[config.mk]
export PLATFORM = sky130hd
export DESIGN_NAME = split_stream_rle_encoder
export DESIGN_NICKNAME = d
export VERILOG_FILES = /design/src/srle_pkg.sv /design/src/srle_front.sv /design/src/srle_queue.sv /design/src/srle_back.sv /design/src/split_stream_rle_encoder.sv
export SDC_FILE = /design/constraint.sdc
export NUM_CORES = 1
export LEC_CHECK = 0
export BUFFER_PORTS_ARGS = -buffer_cell sky130_fd_sc_hd__buf_4
export CAP_MARGIN = 20
export CORE_AREA = 5 5 133 185
export DETAILED_ROUTE_END_ITERATION = 8
export DIE_AREA = 0 0 138 190
export GPL_TIMING_DRIVEN = 0
export HOLD_SLACK_MARGIN = 0.12
export MAX_ROUTING_LAYER = met4
export PLACE_DENSITY_LB_ADDON = 0.25
export SETUP_SLACK_MARGIN = 0.4
export SLEW_MARGIN = 20
export SYNTH_ARGS = -nofsm -noshare
export SYNTH_HDL_FRONTEND = slang
export SYNTH_SLANG_ARGS = --single-unit
[constraint.sdc]
create_clock -name clk -period 12.7 [get_ports clk]
set_clock_uncertainty 0.1 [all_clocks]
set_input_delay 2.54 -clock clk [delete_from_list [all_inputs] [get_ports clk]]
set_output_delay 2.54 -clock clk [all_outputs]
set_load 0.02 [all_outputs]
[src/srle_pkg.sv]
`default_nettype none

package srle_pkg;

  // Most result bytes that one input byte can cause: a three-byte flush
  // followed by the end mark and the final byte itself.
  localparam int unsigned MAX_RESULTS = 5;
  localparam int unsigned COUNT_W     = $clog2(MAX_RESULTS + 1);
  localparam int unsigned QUEUE_DEPTH = 4;

  localparam logic [7:0]  END_MARK    = 8'd31;
  localparam logic [7:0]  RUN_MAX     = 8'd255;
  localparam logic [4:0]  LIT_RESET   = 5'd1;
  localparam logic [5:0]  LIT_FULL    = 6'd31;
  localparam logic [5:0]  LIT_HIGH    = 6'd30;
  localparam logic [16:0] HEADER_LEN  = 17'd8;

  // One queue entry: every result byte caused by one accepted input byte.
  typedef struct packed {
    logic [COUNT_W-1:0]               count;
    logic                             ovf;
    logic [MAX_RESULTS-1:0]           ctl;
    logic [MAX_RESULTS-1:0][7:0]      bytes;
  } srle_entry_t;

endpackage

`default_nettype wire

[src/srle_front.sv]
`default_nettype none

module srle_front #(
  parameter int unsigned CONTROL_LIMIT = 65535
) (
  input  wire logic                clk,
  input  wire logic                rst,
  input  wire logic                in_valid,
  output logic                     in_stall,
  input  wire logic [7:0]          in_byte,
  input  wire logic                final_byte,
  input  wire logic                q_full,
  output logic                     push,
  output srle_pkg::srle_entry_t    push_entry
);

  logic [7:0]  prev_byte;
  logic [7:0]  run_count;
  logic [4:0]  literal_count;
  logic [16:0] control_length;
  logic        aborted;

  logic                         accept;
  logic                         do_flush;
  logic                         ovf;
  logic                         emit;
  logic [srle_pkg::COUNT_W-1:0] n;
  logic [1:0]                   nctl;
  logic [5:0]                   lc6;
  logic [7:0]                   run_next;
  logic [16:0]                  control_length_next;
  srle_pkg::srle_entry_t        ent;

  assign in_stall = q_full;
  assign accept   = in_valid && !q_full;

  always_comb begin
    ent      = '0;
    n        = '0;
    nctl     = '0;
    lc6      = {1'b0, literal_count};
    do_flush = (run_count != 8'd0) &&
               ((prev_byte != in_byte) || (run_count == srle_pkg::RUN_MAX) ||
                final_byte || (literal_count == 5'd0));
    if (do_flush) begin
      if (run_count == 8'd1) begin
        ent.bytes[0] = prev_byte;
        n   = 3'd1;
        lc6 = lc6 + 6'd1;
        if (lc6 == srle_pkg::LIT_FULL) begin
          ent.bytes[1] = srle_pkg::END_MARK;
          ent.ctl[1]   = 1'b1;
          n    = 3'd2;
          nctl = 2'd1;
          lc6  = 6'd0;
        end
      end else if (run_count == 8'd2) begin
        ent.bytes[0] = prev_byte;
        ent.bytes[1] = prev_byte;
        n   = 3'd2;
        lc6 = lc6 + 6'd2;
        if (lc6 > srle_pkg::LIT_HIGH) begin
          ent.bytes[2] = srle_pkg::END_MARK;
          ent.ctl[2]   = 1'b1;
          n    = 3'd3;
          nctl = 2'd1;
          lc6  = lc6 - srle_pkg::LIT_FULL;
        end
      end else if (run_count < 8'd8) begin
        // short run: literal count in the low five bits, run above
        ent.bytes[0] = {run_count[2:0], literal_count};
        ent.ctl[0]   = 1'b1;
        ent.bytes[1] = prev_byte;
        n    = 3'd2;
        nctl = 2'd1;
        lc6  = {1'b0, srle_pkg::LIT_RESET};
      end else begin
        ent.bytes[0] = {3'b000, literal_count};
        ent.ctl[0]   = 1'b1;
        ent.bytes[1] = run_count;
        ent.ctl[1]   = 1'b1;
        ent.bytes[2] = prev_byte;
        n    = 3'd3;
        nctl = 2'd2;
        lc6  = {1'b0, srle_pkg::LIT_RESET};
      end
    end
    run_next = do_flush ? 8'd1 : run_count + 8'd1;
    if (final_byte) begin
      ent.bytes[n]        = srle_pkg::END_MARK;
      ent.ctl[n]          = 1'b1;
      ent.bytes[n + 3'd1] = in_byte;
      n    = n + 3'd2;
      nctl = nctl + 2'd1;
    end
    control_length_next = control_length + {15'd0, nctl};
    ovf       = control_length_next > 17'(CONTROL_LIMIT);
    ent.count = n;
    if (aborted || ovf) begin
      ent       = '0;
      ent.count = 3'd1;
      ent.ovf   = 1'b1;
    end
    emit = aborted || ovf || (n != 3'd0);
  end

  assign push       = accept && emit;
  assign push_entry = ent;

  always_ff @(posedge clk) begin
    if (rst) begin
      prev_byte      <= '0;
      run_count      <= '0;
      literal_count  <= srle_pkg::LIT_RESET;
      control_length <= srle_pkg::HEADER_LEN;
      aborted        <= 1'b0;
    end else if (accept && !aborted) begin
      if (ovf) begin
        aborted <= 1'b1;
      end
      if (final_byte) begin
        prev_byte      <= '0;
        run_count      <= '0;
        literal_count  <= srle_pkg::LIT_RESET;
        control_length <= srle_pkg::HEADER_LEN;
      end else begin
        prev_byte      <= in_byte;
        run_count      <= run_next;
        literal_count  <= lc6[4:0];
        control_length <= control_length_next;
      end
    end
  end

  a_abort_sticky: assert property (@(posedge clk) disable iff (rst)
    aborted |=> aborted) else $error("abort flag dropped without reset");

  a_entry_size: assert property (@(posedge clk) disable iff (rst)
    push |-> (push_entry.count != 3'd0) &&
             (push_entry.count <= 3'(srle_pkg::MAX_RESULTS)))
    else $error("queue entry with bad byte count");

endmodule

`default_nettype wire

[src/srle_queue.sv]
`default_nettype none

module srle_queue (
  input  wire logic                  clk,
  input  wire logic                  rst,
  input  wire logic                  push,
  input  wire srle_pkg::srle_entry_t push_entry,
  output logic                       full,
  input  wire logic                  pop,
  output logic                       nonempty,
  output srle_pkg::srle_entry_t      head
);

  localparam int unsigned PTR_W = $clog2(srle_pkg::QUEUE_DEPTH);
  localparam int unsigned CNT_W = $clog2(srle_pkg::QUEUE_DEPTH + 1);

  srle_pkg::srle_entry_t slots [srle_pkg::QUEUE_DEPTH];
  logic [PTR_W-1:0] wr_ptr;
  logic [PTR_W-1:0] rd_ptr;
  logic [CNT_W-1:0] fill;

  assign full     = (fill == CNT_W'(srle_pkg::QUEUE_DEPTH));
  assign nonempty = (fill != '0);
  assign head     = slots[rd_ptr];

  always_ff @(posedge clk) begin
    if (push) begin
      slots[wr_ptr] <= push_entry;
    end
  end

  always_ff @(posedge clk) begin
    if (rst) begin
      wr_ptr <= '0;
      rd_ptr <= '0;
      fill   <= '0;
    end else begin
      if (push) begin
        wr_ptr <= wr_ptr + PTR_W'(1);
      end
      if (pop) begin
        rd_ptr <= rd_ptr + PTR_W'(1);
      end
      unique case ({push, pop})
        2'b10:   fill <= fill + CNT_W'(1);
        2'b01:   fill <= fill - CNT_W'(1);
        default: fill <= fill;
      endcase
    end
  end

  a_no_push_full: assert property (@(posedge clk) disable iff (rst)
    push |-> !full) else $error("write into full queue");

  a_no_pop_empty: assert property (@(posedge clk) disable iff (rst)
    pop |-> nonempty) else $error("read from empty queue");

endmodule

`default_nettype wire

[src/srle_back.sv]
`default_nettype none

module srle_back (
  input  wire logic                  clk,
  input  wire logic                  rst,
  input  wire logic                  nonempty,
  input  wire srle_pkg::srle_entry_t head,
  output logic                       pop,
  output logic                       out_valid,
  input  wire logic                  out_stall,
  output logic [7:0]                 out_byte,
  output logic                       to_control,
  output logic                       last_of_run,
  output logic                       overflow
);

  logic [srle_pkg::COUNT_W-1:0] idx;
  logic                         load;
  logic                         is_last;

  assign load    = nonempty && (!out_valid || !out_stall);
  assign is_last = (idx == head.count - 3'd1);
  assign pop     = load && is_last;

  always_ff @(posedge clk) begin
    if (rst) begin
      out_valid <= 1'b0;
      idx       <= '0;
    end else begin
      if (load) begin
        out_valid <= 1'b1;
        idx       <= is_last ? '0 : idx + 3'd1;
      end else if (!out_stall) begin
        out_valid <= 1'b0;
      end
    end
  end

  always_ff @(posedge clk) begin
    if (load) begin
      out_byte    <= head.bytes[idx];
      to_control  <= head.ctl[idx];
      last_of_run <= is_last;
      overflow    <= head.ovf;
    end
  end

  a_idx_in_entry: assert property (@(posedge clk) disable iff (rst)
    nonempty |-> (idx < head.count)) else $error("byte index past entry");

  a_ovf_single: assert property (@(posedge clk) disable iff (rst)
    (out_valid && overflow) |-> last_of_run)
    else $error("overflow result not closing its item");

endmodule

`default_nettype wire

[src/split_stream_rle_encoder.sv]
`default_nettype none

// channel   signals                                         direction
// input     in_valid, in_stall, in_byte, final_byte         into block
// output    out_valid, out_stall, out_byte, to_control,     out of block
//           last_of_run, overflow
//
// An input byte is classified and the run state updated in the cycle of its
// transfer. An input byte causing k results gives k result bytes, one per
// cycle while out_stall is low, through the output register; a four-entry
// queue between the classifier and the serialiser absorbs such bursts.
// in_stall rises only when the queue is full, so output stalls reach the
// input after the queue fills.
// Synchronous reset restarts the stream and clears the sticky overflow.
module split_stream_rle_encoder #(
  parameter int unsigned CONTROL_LIMIT = 65535
) (
  input  wire logic       clk,
  input  wire logic       rst,
  input  wire logic       in_valid,
  output logic            in_stall,
  input  wire logic [7:0] in_byte,
  input  wire logic       final_byte,
  output logic            out_valid,
  input  wire logic       out_stall,
  output logic [7:0]      out_byte,
  output logic            to_control,
  output logic            last_of_run,
  output logic            overflow
);

  // Front to queue: one entry per input transfer that yields results.
  logic                  push;
  srle_pkg::srle_entry_t push_entry;
  logic                  q_full;

  // Queue to back: head entry, drop it once its last byte is loaded.
  logic                  pop;
  logic                  nonempty;
  srle_pkg::srle_entry_t head;

  // Classify each byte: flush runs, close literal groups, add the end mark
  // and track the control stream length against the limit.
  srle_front #(
    .CONTROL_LIMIT(CONTROL_LIMIT)
  ) u_front (
    .clk        (clk),
    .rst        (rst),
    .in_valid   (in_valid),
    .in_stall   (in_stall),
    .in_byte    (in_byte),
    .final_byte (final_byte),
    .q_full     (q_full),
    .push       (push),
    .push_entry (push_entry)
  );

  // Hold pending entries so that front and back stall independently.
  srle_queue u_queue (
    .clk        (clk),
    .rst        (rst),
    .push       (push),
    .push_entry (push_entry),
    .full       (q_full),
    .pop        (pop),
    .nonempty   (nonempty),
    .head       (head)
  );

  // Serialise each entry, one result byte per output transfer.
  srle_back u_back (
    .clk         (clk),
    .rst         (rst),
    .nonempty    (nonempty),
    .head        (head),
    .pop         (pop),
    .out_valid   (out_valid),
    .out_stall   (out_stall),
    .out_byte    (out_byte),
    .to_control  (to_control),
    .last_of_run (last_of_run),
    .overflow    (overflow)
  );

endmodule

`default_nettype wire
### Yosys cells after proc, flatten, opt, wreduce, memory -nomap -nowiden

Memory sizes are Yosys's and may differ from the RTL's. A register that Yosys moved wholly into a read port is not among the register bits.
Cells that the tools add are included.

| storage, ports and cells | value |
|---|---|
| memories kept | 1 |
| input bits | 13 |
| bits in registers | 61 |
| word-level logic and storage cells | 139 |
| memory bits (writable) | 196 |
| output and inout bits | 13 |

| operators by class | value |
|---|---|
| equal/unequal tests | 10 |
| multiplexer cells | 62 |
| reductions and logical operators | 26 |
| bitwise operators | 4 |
| order comparisons | 8 |
| $add $sub $neg | 14 |

Memory list:

| name | depth | width | read ports | clocked after memory_dff | wr ports | RTL line | source |
|---|---|---|---|---|---|---|---|
| u_queue.slots | 4 | 49 | 1 | 1 | 1 | srle_queue.sv:17 | `srle_pkg::srle_entry_t slots [srle_pkg::QUEUE_DEPTH];` |

Operator list:

| operator | count |
|---|---|
| 8-bit 2-to-1 mux | 8 |
| 49-bit 2-to-1 mux | 1 |
| 8-bit demux with 3-bit select | 2 |
| 24-bit 2-to-1 mux | 2 |
| 45-bit 2-to-1 mux | 1 |
| 40-bit bitwise mux | 1 |
| 5-bit 2-to-1 mux | 8 |
| 16-bit 2-to-1 mux | 2 |
| 15-bit by 25-bit bitwise OR with 25-bit output | 1 |
| 8-bit binary-select mux with 3-bit select | 1 |
| 2-bit 2-to-1 mux | 9 |
| 3-bit 2-to-1 mux | 6 |
| 17-bit by 2-bit adder with 17-bit output | 1 |
| 17-bit by 16-bit greater-than comparator with 1-bit output, second input constant | 1 |
| 1-bit 2-to-1 mux | 17 |
| 17-bit 2-to-1 mux | 1 |
| 9-bit by 15-bit AND with 15-bit output | 1 |
| 15-bit inverter | 1 |
| 3-bit by 4-bit less-than comparator with 1-bit output, second input constant | 3 |
| 3-bit by 1-bit adder with 3-bit output, second input constant | 3 |
| 8-bit by 1-bit adder with 8-bit output, second input constant | 1 |
| 8-bit by 1-bit == test with 1-bit output, second input constant | 1 |
| 8-bit by 2-bit == test with 1-bit output, second input constant | 1 |
| 8-bit == test, second input constant | 1 |
| 28 further kinds | 50 |

### Logic depth before layout (Yosys ltp)

| logic depth | value |
|---|---|
| depth in word-level cells | 15 |
| gate-level depth with buffers | 25 |
| gate-level depth less buffers | 22 |

### Hierarchy

From an unflattened synthesis, not the netlist that was laid out.

| unflattened totals | value |
|---|---|
| cell total of the unflattened synthesis | 818 |
| area, all modules | 11668.7 µm² |

By module, submodules not included:

| module | sequential area each (µm²) | cells an instance | area an instance (µm²) | times used |
|---|---|---|---|---|
| srle_queue | 6065.8 | 299 | 7518.5 | 1 |
| srle_front | 780.7 | 442 | 3211.8 | 1 |
| srle_back | 410.4 | 77 | 938.4 | 1 |

### Worst setup path after synthesis

No wires, ideal clock.

| timing path | value |
|---|---|
| path type | input -> register |
| from | input in_byte[0] |
| to | memory u_queue.slots[0][0] (netlist bit) (enable) |
| data arrival time | 6.891 ns |
| path buffers | 2 |
| data required time | 12.190 ns |
| setup slack | 5.298 ns |
| stages | 17 |
| library setup time | 0.410 ns |
| cells stage by stage | xor2_1 -> nor4_1 -> and4b_1 -> nor2_1 -> buf_2 -> nand4_1 -> xnor2_1 -> ha_1 -> inv_1 -> fa_1 -> nand2b_1 -> nor4_2 -> and3_1 -> buf_2 -> mux2_4 -> a31oi_4 -> and2_1 |

| on the way | value |
|---|---|
| word-level cells in the longest chain between the ends | 15 |
| elaborated cells on any way between the ends | 19 |
| those cells by class | 3 x add/sub; 1 x order compare; 1 x eq/ne; 6 x mux; 8 x reduce/logical |

RTL lines:

| what | RTL line | source |
|---|---|---|
| from (decl) | split_stream_rle_encoder.sv:22 | `input wire logic [7:0] in_byte,` |
| 8-bit != test (*) | srle_front.sv:43 | `((prev_byte != in_byte) \|\| (run_count == srle_pkg::RUN_MAX) \|\|` |
| 1-bit logical OR (*) (2 in a row) | srle_front.sv:43 |  |
| 1-bit logical OR (*) | srle_front.sv:44 | `final_byte \|\| (literal_count == 5'd0));` |
| 1-bit logical AND (*) | srle_front.sv:42 | `do_flush = (run_count != 8'd0) &&` |
| 2-bit 2-to-1 mux | srle_front.sv:45 | `if (do_flush) begin` |
| 2-bit by 1-bit adder with 2-bit output | srle_front.sv:94 | `nctl = nctl + 2'd1;` |
| 2-bit 2-to-1 mux | srle_front.sv:89 | `if (final_byte) begin` |
| 17-bit by 2-bit adder with 17-bit output | srle_front.sv:96 | `control_length_next = control_length + {15'd0, nctl};` |
| 17-bit by 16-bit greater-than comparator with 1-bit output | srle_front.sv:97 | `ovf = control_length_next > 17'(CONTROL_LIMIT);` |
| 1-bit logical OR | srle_front.sv:104 | `emit = aborted \|\| ovf \|\| (n != 3'd0);` |
| 1-bit logical OR (*) | srle_front.sv:104 |  |
| 1-bit logical AND (*) | srle_front.sv:107 | `assign push = accept && emit;` |
| 1-bit 2-to-1 mux (*) | srle_queue.sv:27 | `if (push) begin` |
| 1-bit 2-to-1 mux (not written as such) (*) | srle_queue.sv:28 | `slots[wr_ptr] <= push_entry;` |
| to (decl) | srle_queue.sv:17 |  |

Mark *: on every way between the ends. The rest lies on a longest branch, timed or not.

### Worst setup path after layout

| timing path | value |
|---|---|
| from | input in_byte[6] |
| to | register u_queue.fill[2] |

| on the way | value |
|---|---|
| word-level cells in the longest chain between the ends | 15 |
| elaborated cells on any way between the ends | 21 |
| those cells by class | 3 x add/sub; 1 x order compare; 3 x eq/ne; 5 x mux; 9 x reduce/logical |

RTL lines:

| what | RTL line | source |
|---|---|---|
| 8-bit != test (*) | srle_front.sv:43 |  |
| 1-bit logical OR (*) (2 in a row) | srle_front.sv:43 |  |
| 1-bit logical OR (*) | srle_front.sv:44 |  |
| 1-bit logical AND (*) | srle_front.sv:42 |  |
| 2-bit 2-to-1 mux | srle_front.sv:45 |  |
| 2-bit by 1-bit adder with 2-bit output | srle_front.sv:94 |  |
| 2-bit 2-to-1 mux | srle_front.sv:89 |  |
| 17-bit by 2-bit adder with 17-bit output | srle_front.sv:96 |  |
| 17-bit by 16-bit greater-than comparator with 1-bit output | srle_front.sv:97 |  |
| 1-bit logical OR | srle_front.sv:104 |  |
| 1-bit logical OR (*) | srle_front.sv:104 |  |
| 1-bit logical AND (*) | srle_front.sv:107 |  |
| 2-bit by 1-bit == test with 1-bit output / 2-bit == test (equally long branches) | srle_queue.sv:44 | `unique case ({push, pop})` |
| 3-bit one-hot mux with 2 select lines / 2-bit nonzero test (equally long branches) | -- |  |
| to (signal assigned) | srle_queue.sv:45 | `2'b10: fill <= fill + CNT_W'(1);` |
| to (signal assigned) | srle_queue.sv:46 | `2'b01: fill <= fill - CNT_W'(1);` |
| to (signal assigned) | srle_queue.sv:47 | `default: fill <= fill;` |
| to (decl) | srle_queue.sv:20 | `logic [CNT_W-1:0] fill;` |

Marks and branches as above.
A chain may end at the register's enable or synchronous reset.

==> parameters.txt <==
Parameter                              Value

Logic synthesis
  Synthesized netlist cell count ... around 830
  Share of async-settable or async-resettable flops after synthesis ... 0
  Synthesized net count ... 866
  Seq/Total Area, Yosys ... 0.617
  Mapped Avg Cell Area ... 13.9 sq um
  Mapped cell area ... ~0.012 sq mm
  Flops & latches, synth ... 255
  Count of flip-flops with a built-in enable after synthesis ... 203
  Primary flip-flop cell chosen by synthesis mapping ... edfxtp_1
  Number of distinct library cells after synthesis ... 69
  Synthesis Warnings ... 0

Critical path
  Startpoint of the worst register-to-register path ... u_front.literal_count[0]$_SDFFE_PP1P_
  Critical Path Slowest Stage Cell ... nor4_1
  Slowest cell delay on critical path ... about 0.44 ns
  Maximum fanout along the worst path ... 10
  Family of cells with the greatest summed delay on the critical path ... simple AND/OR/NAND/NOR gates
  Bufs and invs on worst path ... 5
  Cell chain of the critical path ... buf_4 > xor2_1 > nor4_1 > and4b_1 > nor2_1 > buf_2 > nand4_1 > xnor2_1 > ha_1 > inv_1 > fa_1 > nand2b_1 > nor4_2 > and3_1 > buf_2 > mux2_4 > a31oi_4 > inv_1 > ha_1 > fa_1 > xnor2_1 > or3_1 > a21oi_1
  Reg2Reg Capture Point ... u_queue.fill[2]$_SDFFE_PP0P_
  Kind of end point of the critical path ... flip-flop
  FF-to-FF path depth ... 25
  Worst Setup Start Kind ... primary input
  Reg-to-reg setup timing slack ... 6.08 ns
  Crit Path Category ... primary input to flip-flop
  Worst path required time ... 13.05 ns
  Arrival time of the worst setup path ... 7.84 ns

Layout
  Share of final-layout standard cells stronger than drive strength 1 ... 0.189
  Share of the core filled with cells ... 0.571
  Most common cell after layout, fill and taps aside ... edfxtp_1
  Area Growth Syn to Fin ... 13.2%
  FILL cells ... 1,915
  Net count of the finished layout ... about 900
  Highest-count cells in the layout ignoring fill and taps ... 203 x edfxtp_1, 57 x mux4_2, 53 x nand2_1, 52 x dfxtp_1
  Ant. Diodes ... 0
  Post-Layout Inst Area ... 0.0131 sq mm

Route
  Drt pass-1 iters ... 6
  Number of routed nets with antenna violations ... 0
  Per-cell via count in the routed design ... 5.88
  Number of DRC violations after detailed-routing iteration 0 ... 614
  Number of remaining DRC errors ... 0
  Routed WL per cell ... 22.0 um
  Total routed wirelength ... 26,600 um
  Routed via count ... approximately 7,100

Run
  Number of max-capacitance violations reported ... 0

Clock tree
  Number of buffers created by CTS ... 24
  CTS Root Cell ... clkbuf_16
  Clock-pin slew on the worst setup and hold paths ... 0.06 ns
  Htree depth ... 1
  CTS tree ... done
  Clk sinks ... around 260
  Total setup buffers inserted after CTS ... 0
  Number of gates resized after cts ... 0
  Count of hold buffers inserted by post-cts repair ... 0
  Clock Latency Late Sink ... 0.53 ns
  CTS Buffer Depth ... 3

GRT
  Maximum number of pins on one net before global-route repair ... 46
  M2 GR Usage ... 0.377
  Met1 capacity usage during global routing ... 0.250
  Number of global-route vias before repair ... 7,257
  Global routing met3 resource utilization ... 0.0224
  Antenna violations before repair ... 0
  Wire length of the first global-routing pass ... 41,700 um
  Most used routing layer in global routing ... met2
  Total overflow reported by the global router ... 0
  Total global routing track utilization ... 0.210

Timing
  Worst Tran Pin Value ... between 1 and 1.5 ns
  Final hold slack ... around 0.36 ns
  Share of the cycle needed by the critical path after routing ... 0.590
  Setup Total Neg Slack ... 0 ns
  Count of final max-slew check failures ... 0
  Final count of hold timing violations ... 0
  Max Fclk ... 133 MHz
  RSZ-0062 raised after global routing ... no
  Minimum period implied by the final worst setup slack ... ~7.5 ns
  Relative max-transition margin ... 0.296
  Final setup violation count ... 0

Run status
  Outcome ... finished, final reports clean

Hold path
  Hold path startpoint ... u_front.control_length[0]$_SDFFE_PP0P_
  Endpoint with the worst hold slack ... u_front.control_length[0]$_SDFFE_PP0P_
  Count of cells along the worst hold path ... 2
  Worst hold-check path type ... flip-flop to flip-flop

Floorplan
  Initial Util ... 0.504
  Floorplan core area ... 0.0230 sq mm
  Die extent in y ... approximately 190 um
  Die Width ... between 100 and 150 um
  Die Area ... ~0.026 sq mm
  IO Pins ... 26
  Number of rows in the core area ... 66

Power and ir drop
  Ratio of total power to cell area ... 156 mW/mm^2
  Reported leakage power ... 4.51 nW
  Worst vdd rail ir drop ... 109 uV

Placement
  Placer Congestion ... 0.962
  Placed standard-cell area ... 0.0123 sq mm
  Placed wire-length estimate after detailed placement ... 18,600 um
  # port buffers ... 24
-- worst max path at each step --
stage | startpoint | end | slack [ns] | cells after the start
finish | in_byte[6] | u_queue.fill[2]$_SDFFE_PP0P_ | 5.21 | 23
floorplan | in_byte[0] | u_queue.slots[0][0]$_DFFE_PP_ | 5.30 | 17
detailed placement | in_byte[6] | u_queue.fill[2]$_SDFFE_PP0P_ | 4.67 | 23
global route | in_byte[6] | u_queue.fill[2]$_SDFFE_PP0P_ | 4.84 | 23
global placement | in_byte[6] | u_queue.slots[0][6]$_DFFE_PP_ | 3.57 | 18
CTS | in_byte[6] | u_queue.fill[2]$_SDFFE_PP0P_ | 5.21 | 23
-- through the flow --
step | cells | setup WS, ns | power [mW]
finish | 1209 | 5.21 | 2.04
global placement | 1161 | 3.57 | 1.30
global route | 1209 | 4.84 | 2.12
detailed placement | 1166 | 4.67 | 1.31
floorplan | 831 | 5.30 | 1.20
CTS | 1209 | 5.21 | 2.06
-- tightest hold or removal path, cell delays in order (launching register included) --
cell,delay [ns]
dfxtp_1,0.31
nand2_1,0.06
a21oi_1,0.05
-- kinds of logic (layout without fill, tap and decap cells) --
kind of cell / count (synthesis) / in the layout / share of synthesized area
muxes: 62 / 62 / 0.116
adders and majority gates: 22 / 22 / 0.0251
DFF: 255 / 255 / 0.617
xor gates and xnor gates: 37 / 37 / 0.0280
AOI/OAI and AO/OA: 128 / 128 / 0.0723
buffers and inverters: 88 / 160 / 0.0305
and+or+nand+nor: 239 / 239 / 0.112
-- cells in the mapped netlist (6+ instances only) --
cell type	n	share of area
a21oi_1	47	0.020
o22ai_1	9	0.0049
nand4_1	7	0.0038
a31oi_1	7	0.0038
nand3_1	34	0.015
nand2_1	53	0.017
and3_1	13	0.0070
xor2_1	21	0.016
o21a_1	7	0.0045
or2_2	7	0.0038
buf_2	15	0.0065
and2_1	12	0.0065
o21ai_0	18	0.0078
nand3b_1	6	0.0039
edfxtp_1	203	0.53
xnor2_1	16	0.012
nor2_1	46	0.015
dfxtp_1	52	0.090
ha_1	20	0.022
or3_1	15	0.0081
nor4_1	7	0.0038
mux4_2	57	0.11
inv_1	44	0.014
buf_1	7	0.0023
nor3_1	12	0.0052
clkbuf_1	20	0.0065
-- registers in the layout, indices dropped and copies added (netlist names), 3 cells and up, named ones only --
name	count
u_front.run_count	8
u_front.prev_byte	8
u_back.idx	3
u_front.control_length	17
u_queue.slots	192
u_front.literal_count	5
u_queue.fill	3
u_back.out_byte	8
-- where the power goes --
part	switching, mW	internal, mW
clock network	0.300	0.449
logic	0.175	0.135
registers	0.0198	0.959
-- routing by layer --
| metal | share of wire | vias to the layer above |
|---|---|---|
| met4 | 0.028 | 0 |
| met3 | 0.043 | 56 |
| met5 | 0 | - |
| li1 | - | 3289 |
| met2 | 0.54 | 200 |
| met1 | 0.39 | 3558 |
-- final cells by class --
class	instances	area [sq um]	share of cell area
Inverter	45	169	0.0129
Clock inverter	15	211	0.0161
Timing Repair Buffer	29	302	0.0230
Clock buffer	28	616	0.0470
Buffer	43	184	0.0140
Sequential cell	255	7140	0.545
Tap cell	306	383	0.0292
Multi-Input combinational cell	488	4100	0.313
No activity file was read; power rests on OpenSTA's default activity.
